File: config.mk
export PLATFORM = sky130hd
export DESIGN_NAME = peak_safety_limiter_core
export DESIGN_NICKNAME = d
export VERILOG_FILES = /design/src/hw/rtl/psl_pkg.sv /design/src/hw/rtl/psl_datapath.sv /design/src/hw/rtl/psl_ctrl.sv /design/src/hw/rtl/peak_safety_limiter_core.sv
export SDC_FILE = /design/constraint.sdc
export NUM_CORES = 2
export LEC_CHECK = 0
export ABC_AREA = 1
export BUFFER_PORTS_ARGS = -buffer_cell sky130_fd_sc_hd__buf_2
export CAP_MARGIN = 20
export CORE_MARGIN = 4
export CORE_UTILIZATION = 55
export CTS_CLUSTER_SIZE = 30
export DETAILED_ROUTE_END_ITERATION = 10
export PLACE_DENSITY = 0.71
export REMOVE_ABC_BUFFERS = 1
export SETUP_SLACK_MARGIN = 0.2
export SYNTH_ARGS = -nofsm -noshare
export SYNTH_HDL_FRONTEND = slang
export SYNTH_HIERARCHICAL = 1
export SYNTH_SLANG_ARGS = --single-unit
File: constraint.sdc
create_clock -name i_clk -period 9.42 [get_ports i_clk]
set_input_delay 1.884 -clock i_clk [delete_from_list [all_inputs] [get_ports i_clk]]
set_output_delay 1.884 -clock i_clk [all_outputs]
set_load 0.01 [all_outputs]
File: src/hw/rtl/psl_pkg.sv
// Package for the peak safety limiter: field widths, register indexes, reset values
// and the command and status structs passed between controller and datapath.
// No dependencies.
package psl_pkg;

    localparam int LevelW   = 20;
    localparam int CoefW    = 24;
    localparam int GainW    = 17;
    localparam int QuotW    = 16;
    localparam int CfgIdxW  = 3;
    localparam int CntW     = 4;
    localparam int ProdW    = 46;

    localparam logic [CfgIdxW-1:0] RegThreshold     = 3'd0;
    localparam logic [CfgIdxW-1:0] RegEnvAttack     = 3'd1;
    localparam logic [CfgIdxW-1:0] RegEnvRelease    = 3'd2;
    localparam logic [CfgIdxW-1:0] RegGainAttack    = 3'd3;
    localparam logic [CfgIdxW-1:0] RegGainRelease   = 3'd4;

    localparam logic [LevelW-1:0] ThresholdRst      = 20'd62259;
    localparam logic [CoefW-1:0]  EnvAttackRst      = 24'd16431190;
    localparam logic [CoefW-1:0]  EnvReleaseRst     = 24'd16773721;
    localparam logic [CoefW-1:0]  GainAttackRst     = 24'd16431190;
    localparam logic [CoefW-1:0]  GainReleaseRst    = 24'd16774303;
    localparam logic [GainW-1:0]  GainUnity         = 17'd65536;
    localparam logic [ProdW-1:0]  RoundHalf         = 46'd8388608;

    typedef struct packed {
        logic load_peak;
        logic sel_gain;
        logic mul_en;
        logic env_upd;
        logic div_start;
        logic div_step;
        logic tgt_unity;
        logic tgt_quot;
        logic gain_upd;
        logic out_load;
    } t_cmd;

    typedef struct packed {
        logic env_gt_thr;
    } t_sts;

endpackage

File: src/hw/rtl/psl_datapath.sv
// Datapath of the peak safety limiter: configuration registers, envelope and gain
// state, a shared smoothing multiplier and a restoring divider.
// Depends on psl_pkg.
module psl_datapath (
    input  logic                           i_clk,
    input  logic                           i_rst_n,
    input  logic                           i_cfg_we,
    input  logic [psl_pkg::CfgIdxW-1:0]    i_cfg_idx,
    input  logic [psl_pkg::CoefW-1:0]      i_cfg_data,
    input  logic [psl_pkg::LevelW-1:0]     i_peak,
    input  psl_pkg::t_cmd                  i_cmd,
    output psl_pkg::t_sts                  o_sts,
    output logic [psl_pkg::GainW-1:0]      o_gain
);

    logic [psl_pkg::LevelW-1:0] r_thr;
    logic [psl_pkg::CoefW-1:0]  r_env_att;
    logic [psl_pkg::CoefW-1:0]  r_env_rel;
    logic [psl_pkg::CoefW-1:0]  r_gain_att;
    logic [psl_pkg::CoefW-1:0]  r_gain_rel;

    logic [psl_pkg::LevelW-1:0] r_peak;
    logic [psl_pkg::LevelW-1:0] r_env;
    logic [psl_pkg::GainW-1:0]  r_gain;
    logic [psl_pkg::GainW-1:0]  r_tgt;
    logic [psl_pkg::LevelW-1:0] r_rem;
    logic [psl_pkg::QuotW-1:0]  r_quot;
    logic signed [psl_pkg::ProdW-1:0] r_prod;
    logic [psl_pkg::GainW-1:0]  r_out;

    logic [psl_pkg::LevelW-1:0] sm_y;
    logic [psl_pkg::LevelW-1:0] sm_x;
    logic [psl_pkg::CoefW-1:0]  sm_c;
    logic signed [psl_pkg::LevelW:0] sm_diff;
    logic signed [psl_pkg::ProdW-1:0] n_prod;
    logic signed [psl_pkg::ProdW-1:0] prod_rnd;
    logic signed [psl_pkg::LevelW+1:0] sm_sum;
    logic [psl_pkg::LevelW-1:0] sm_res;
    logic [psl_pkg::LevelW:0]   div_trial;
    logic                       div_fit;

    always_ff @(posedge i_clk) begin
        if (!i_rst_n) begin
            r_thr      <= psl_pkg::ThresholdRst;
            r_env_att  <= psl_pkg::EnvAttackRst;
            r_env_rel  <= psl_pkg::EnvReleaseRst;
            r_gain_att <= psl_pkg::GainAttackRst;
            r_gain_rel <= psl_pkg::GainReleaseRst;
        end else if (i_cfg_we) begin
            unique case (i_cfg_idx)
                psl_pkg::RegThreshold:   r_thr      <= i_cfg_data[psl_pkg::LevelW-1:0];
                psl_pkg::RegEnvAttack:   r_env_att  <= i_cfg_data;
                psl_pkg::RegEnvRelease:  r_env_rel  <= i_cfg_data;
                psl_pkg::RegGainAttack:  r_gain_att <= i_cfg_data;
                psl_pkg::RegGainRelease: r_gain_rel <= i_cfg_data;
                default: begin
                end
            endcase
        end
    end

    always_comb begin
        if (i_cmd.sel_gain) begin
            sm_y = {3'b000, r_gain};
            sm_x = {3'b000, r_tgt};
            sm_c = (r_tgt < r_gain) ? r_gain_att : r_gain_rel;
        end else begin
            sm_y = r_env;
            sm_x = r_peak;
            sm_c = (r_peak > r_env) ? r_env_att : r_env_rel;
        end
    end

    // The smoother is rewritten as x + round(c * (y - x) / 2^24), one multiply.
    assign sm_diff  = $signed({1'b0, sm_y}) - $signed({1'b0, sm_x});
    assign n_prod   = $signed({1'b0, sm_c}) * sm_diff;
    assign prod_rnd = (r_prod + $signed(psl_pkg::RoundHalf)) >>> psl_pkg::CoefW;
    assign sm_sum   = $signed({2'b00, sm_x}) + prod_rnd[psl_pkg::LevelW+1:0];
    assign sm_res   = sm_sum[psl_pkg::LevelW-1:0];

    assign div_trial = {r_rem, 1'b0};
    assign div_fit   = (div_trial >= {1'b0, r_env});

    always_ff @(posedge i_clk) begin
        if (!i_rst_n) begin
            r_env  <= '0;
            r_gain <= psl_pkg::GainUnity;
        end else begin
            if (i_cmd.env_upd) begin
                r_env <= sm_res;
            end
            if (i_cmd.gain_upd) begin
                r_gain <= sm_res[psl_pkg::GainW-1:0];
            end
        end
    end

    always_ff @(posedge i_clk) begin
        if (i_cmd.load_peak) begin
            r_peak <= i_peak;
        end
        if (i_cmd.mul_en) begin
            r_prod <= n_prod;
        end
        if (i_cmd.div_start) begin
            r_rem  <= r_thr;
            r_quot <= '0;
        end else if (i_cmd.div_step) begin
            r_rem  <= div_fit ? (div_trial[psl_pkg::LevelW-1:0] - r_env)
                              : div_trial[psl_pkg::LevelW-1:0];
            r_quot <= {r_quot[psl_pkg::QuotW-2:0], div_fit};
        end
        if (i_cmd.tgt_unity) begin
            r_tgt <= psl_pkg::GainUnity;
        end else if (i_cmd.tgt_quot) begin
            r_tgt <= {1'b0, r_quot};
        end
        if (i_cmd.out_load) begin
            r_out <= r_gain;
        end
    end

    assign o_sts.env_gt_thr = (r_env > r_thr);
    assign o_gain           = r_out;

endmodule

File: src/hw/rtl/psl_ctrl.sv
// Controller of the peak safety limiter: sequences the envelope update, the
// division, the gain update and the output handshake. Depends on psl_pkg.
module psl_ctrl (
    input  logic           i_clk,
    input  logic           i_rst_n,
    input  logic           i_in_valid,
    output logic           o_in_stall,
    output logic           o_out_valid,
    input  logic           i_out_stall,
    input  psl_pkg::t_sts  i_sts,
    output psl_pkg::t_cmd  o_cmd
);

    localparam logic [3:0] StIdle    = 4'd0;
    localparam logic [3:0] StEnvMul  = 4'd1;
    localparam logic [3:0] StEnvUpd  = 4'd2;
    localparam logic [3:0] StDivChk  = 4'd3;
    localparam logic [3:0] StDivRun  = 4'd4;
    localparam logic [3:0] StDivEnd  = 4'd5;
    localparam logic [3:0] StGainMul = 4'd6;
    localparam logic [3:0] StGainUpd = 4'd7;
    localparam logic [3:0] StOut     = 4'd8;

    logic [3:0]                r_state;
    logic [3:0]                n_state;
    logic [psl_pkg::CntW-1:0]  r_cnt;
    logic [psl_pkg::CntW-1:0]  n_cnt;
    logic                      r_out_valid;
    logic                      n_out_valid;
    logic                      out_space;

    assign out_space = !r_out_valid || !i_out_stall;

    always_comb begin
        n_state = r_state;
        n_cnt   = r_cnt;
        o_cmd   = '0;
        unique case (r_state)
            StIdle: begin
                if (i_in_valid) begin
                    o_cmd.load_peak = 1'b1;
                    n_state = StEnvMul;
                end
            end
            StEnvMul: begin
                o_cmd.mul_en = 1'b1;
                n_state = StEnvUpd;
            end
            StEnvUpd: begin
                o_cmd.env_upd = 1'b1;
                n_state = StDivChk;
            end
            StDivChk: begin
                o_cmd.div_start = 1'b1;
                n_cnt = '0;
                if (i_sts.env_gt_thr) begin
                    n_state = StDivRun;
                end else begin
                    o_cmd.tgt_unity = 1'b1;
                    n_state = StGainMul;
                end
            end
            StDivRun: begin
                o_cmd.div_step = 1'b1;
                n_cnt = r_cnt + 1'b1;
                if (r_cnt == '1) begin
                    n_state = StDivEnd;
                end
            end
            StDivEnd: begin
                o_cmd.tgt_quot = 1'b1;
                n_state = StGainMul;
            end
            StGainMul: begin
                o_cmd.sel_gain = 1'b1;
                o_cmd.mul_en   = 1'b1;
                n_state = StGainUpd;
            end
            StGainUpd: begin
                o_cmd.sel_gain = 1'b1;
                o_cmd.gain_upd = 1'b1;
                n_state = StOut;
            end
            StOut: begin
                if (out_space) begin
                    o_cmd.out_load = 1'b1;
                    n_state = StIdle;
                end
            end
            default: begin
                n_state = StIdle;
            end
        endcase
    end

    always_comb begin
        if (o_cmd.out_load) begin
            n_out_valid = 1'b1;
        end else if (!i_out_stall) begin
            n_out_valid = 1'b0;
        end else begin
            n_out_valid = r_out_valid;
        end
    end

    always_ff @(posedge i_clk) begin
        if (!i_rst_n) begin
            r_state     <= StIdle;
            r_cnt       <= '0;
            r_out_valid <= 1'b0;
        end else begin
            r_state     <= n_state;
            r_cnt       <= n_cnt;
            r_out_valid <= n_out_valid;
        end
    end

    assign o_in_stall  = (r_state != StIdle);
    assign o_out_valid = r_out_valid;

endmodule

File: src/hw/rtl/peak_safety_limiter_core.sv
// Peak safety limiter: takes one peak magnitude per transaction and returns the
// smoothed limiter gain. The input channel is i_in_valid / o_in_stall with i_peak,
// the output channel is o_out_valid / i_out_stall with o_gain.
// Configuration is written through i_cfg_we, i_cfg_idx and i_cfg_data, which the
// user must do only while idle (not enforced by the block): 0 threshold, 1 and 2
// envelope attack and release, 3 and 4 gain attack and release. Each input
// transaction produces exactly one output transaction. An input is taken only
// while the controller is idle. When the envelope is below or at the threshold the
// target gain is unity; otherwise the 16-step restoring divider computes it as the
// threshold over the envelope. A new input can be taken the cycle after the result
// is loaded, so a new peak is not taken before the last one is through.
// The result sits in an output register; the next item is processed meanwhile and
// waits only at the final step if the receiver still stalls the previous result.
// Reset clears the envelope to zero, sets the gain to unity, loads the register
// defaults and clears the output valid flag; the output gain register is not reset.
// Depends on psl_pkg, psl_ctrl and psl_datapath.
module peak_safety_limiter_core (
    input  logic                          i_clk,
    input  logic                          i_rst_n,
    input  logic                          i_cfg_we,
    input  logic [psl_pkg::CfgIdxW-1:0]   i_cfg_idx,
    input  logic [psl_pkg::CoefW-1:0]     i_cfg_data,
    input  logic                          i_in_valid,
    output logic                          o_in_stall,
    input  logic [psl_pkg::LevelW-1:0]    i_peak,
    output logic                          o_out_valid,
    input  logic                          i_out_stall,
    output logic [psl_pkg::GainW-1:0]     o_gain
);

    psl_pkg::t_cmd cmd;
    psl_pkg::t_sts sts;

    psl_ctrl u_ctrl (
        .i_clk       (i_clk),
        .i_rst_n     (i_rst_n),
        .i_in_valid  (i_in_valid),
        .o_in_stall  (o_in_stall),
        .o_out_valid (o_out_valid),
        .i_out_stall (i_out_stall),
        .i_sts       (sts),
        .o_cmd       (cmd)
    );

    psl_datapath u_datapath (
        .i_clk      (i_clk),
        .i_rst_n    (i_rst_n),
        .i_cfg_we   (i_cfg_we),
        .i_cfg_idx  (i_cfg_idx),
        .i_cfg_data (i_cfg_data),
        .i_peak     (i_peak),
        .i_cmd      (cmd),
        .o_sts      (sts),
        .o_gain     (o_gain)
    );

endmodule
==> results_dict.tcl <==
set metrics [dict create \
    synth_area_um2 31600 \
    postRouteAntennaNets 0 \
    finalCriticalPeriod_ns 8.96 \
    fin_crit_sh_pct 95.1 \
    core-area_um2 56600 \
    crit_type "flip-flop to flip-flop" \
    overflow 0 \
    fin_tns_setup_ns 0 \
    gp_congestion 1.01 \
    path_max_fanout 11 \
    cts_buffer_depth 3 \
    insertion_delay_ns 0.61 \
    cts_tree "done" \
    place_worst_setup_slack_ns 0.162 \
    stdcell_area_um2 34800 \
    routed_wl_mm 97.9 \
    wl_per_cell_um 20.0 \
    ys.flop_type "dfxtp_1" \
    vias 27060 \
    insertedDiodeCount 0 \
    utilization_pct 61.4 \
    worstPathRequired_ns 9.78 \
    die_w_um 248 \
    synth-edff-count 78 \
    critPathSlowestCell "fa_1" \
    n_fill_cell 5200 \
    die_h_um 248 \
    htreeDepth 1 \
    tightest_slew_ns 1.07 \
    max_cap_viol_count 0 \
    slowest_delay_ns 0.57 \
    rsz0062_at_grt "true" \
    syn_to_final_growth_pct 9.98 \
    crit_buf_inv 8 \
    io_buffers 70 \
    setup_viol 0 \
    worstHoldPathType "flip-flop to flip-flop" \
    fin_nets 4874 \
    yosysSeqAreaShare_pct 19.7 \
    grt_max_degree 65 \
    postCtsHoldBufs 0 \
    max_freq_mhz 112 \
    ioPinCount 71 \
    async_flop_share_pct 0 \
    via_per_inst 5.52 \
    setup.worst_path.start_class "flip-flop" \
    fin_skew_ns 0.0420 \
    setup_slack_ns 0.461 \
    synth_top_area_share_pct 26.5 \
    synth_area_leaders "fa_1, dfxtp_1, ha_1" \
    drive_gt1_share_pct 8.76 \
    cts_root_buf "clkbuf_16" \
    antenna_found_initial 0 \
    finalHoldViolations 0 \
    ys_seq_elements 273 \
    report.final.slew_viol_count 0 \
    cp.arrival_ns 9.32 \
    path_clk_slew_ns 0.07 \
    slew_headroom_pct 28.4 \
    drt-initial-drc-count 2366 \
    grt_pass1_wl_mm 151 \
    cts_sinks 273 \
    rows 87 \
    syn_inst 4034 \
    hpwl_mm 78.1 \
    initial_utilization_pct 55.9 \
    synth_top_cell_by_area "fa_1" \
    die-area_um2 61400 \
    yosysWarnings 6 \
    grt_usage_pct 32.0 \
    drc 0 \
    end_kind "flip-flop" \
    synth_cell_type_count 60 \
    grt_pass1_vias 26679 \
    numCtsBuffers 29 \
    synth_area_per_cell_um2 7.84 \
    cp_top_family "adder cells" \
    dr.pass1.iters 6 \
    status "complete, no violations" \
    dpl_cell_area_um2 33200 \
]
## layout make-up
class / instances / area [um^2] / share of cell area (%)
Clock inverter: 14 / 153 / 0.439
Inverter: 863 / 3280 / 9.44
Sequential cell: 273 / 6250 / 18.0
Tap cell: 756 / 946 / 2.72
Multi-Input combinational cell: 2757 / 21800 / 62.8
Timing Repair inverter: 1 / 7.51 / 0.0216
Timing Repair Buffer: 196 / 1450 / 4.16
Clock buffer: 40 / 858 / 2.47
## timing repair
item | in CTS | in global routing
resized for setup | 1 | 78
setup buffers | 0 | 18
setup endpoints to repair | 3 | 21
cloned | 0 | 2
pin swaps | 0 | 18
## logic make-up (layout without fill, tap and decap cells)
kind of cell             count (synthesis)  count (layout)  synth area share, %
AND/OR/NAND/NOR                       1423            1423                 18.3
AO/OA/AOI/OAI                          544             544                 9.69
adder cells (fa/ha/maj)                701             701                 37.7
flip-flops                             273             273                 19.7
buffers and inverters                 1004            1114                 12.1
XOR/XNOR                                89              89                 2.54
## stage by stage
stage                     std cells  hold slack [ns]
after CTS                      4877            0.452
after detailed placement       4823            0.442
after floorplan                3893            0.408
final                          4900            0.454
after global routing           4900            0.467
after global placement         4823            0.434
## worst paths after layout
path / from / endpoint / slack [ns] / cells past startpoint
worst max-delay path: u_ctrl/r_state[3] / u_datapath/r_prod[42] / 0.46 / 38
worst min-delay path: u_datapath/r_gain_att[18] / u_datapath/r_gain_att[18] / 0.45 / 2
worst max register to register: u_ctrl/r_state[3] / u_datapath/r_prod[42] / 0.46 / 38
worst min register to register: u_datapath/r_gain_att[18] / u_datapath/r_gain_att[18] / 0.45 / 2
## worst min-delay path, stage by stage, from the launching register on
cell	delay [ns]
dfxtp_1	0.30
inv_1	0.06
a21oi_1	0.05
## Yosys cell counts (10+ instances only)
library cell and count:
o21a_1 11, nand4_1 13, o22ai_1 17, fa_1 418, nand2_1 807, dfxtp_1 195
nor4_1 10, a31oi_1 19, clkbuf_1 110, buf_2 25, nor2_1 381, nand3_1 152
nor3_1 14, a21oi_1 212, clkinv_1 13, o211ai_1 37, inv_1 843, ha_1 283
edfxtp_1 78, xnor2_1 26, or2_2 16, o21ai_0 197, xor2_1 60
## layer usage
layer	vias up	wire length, um	GRT usage (%)
met5	-	0	0
met4	0	4780	12.1
met3	243	8580	5.29
met2	1176	44400	52.2
met1	13035	40200	43.2
li1	12606	-	-
## flip-flops by register name, summed over array words and instances, names as in the netlist, 20 cells and up
signal                 count
u_datapath/r_prod         21
u_datapath/r_gain_att     24
u_datapath/r_env_rel      24
u_datapath/r_env          20
u_datapath/r_peak         20
u_datapath/r_thr          20
u_datapath/r_gain_rel     24
u_datapath/r_env_att      24
u_datapath/r_rem          20
## cell usage in the layout (no fill, tap or decap), types with 8 or more instances in the layout
master and count:
clkinv_1 8, a21oi_1 204, nor2_1 377, o211ai_1 37, nand2_2 10, buf_2 69, clkbuf_16 31, dfxtp_1 194
ha_1 276, o22ai_1 17, o21a_1 10, o21ai_1 11, inv_1 837, or2_2 16, clkinvlp_4 11, nand2_1 804
edfxtp_1 78, a21oi_2 10, o21ai_0 190, buf_4 115, xor2_1 57, nand3_1 152, fa_1 418, xnor2_1 24
nor3_1 13, nand4_1 13, a31oi_1 14
Power is not shown: default switching activity piles up to over one toggle a cycle in this logic, so the estimate is an artifact.
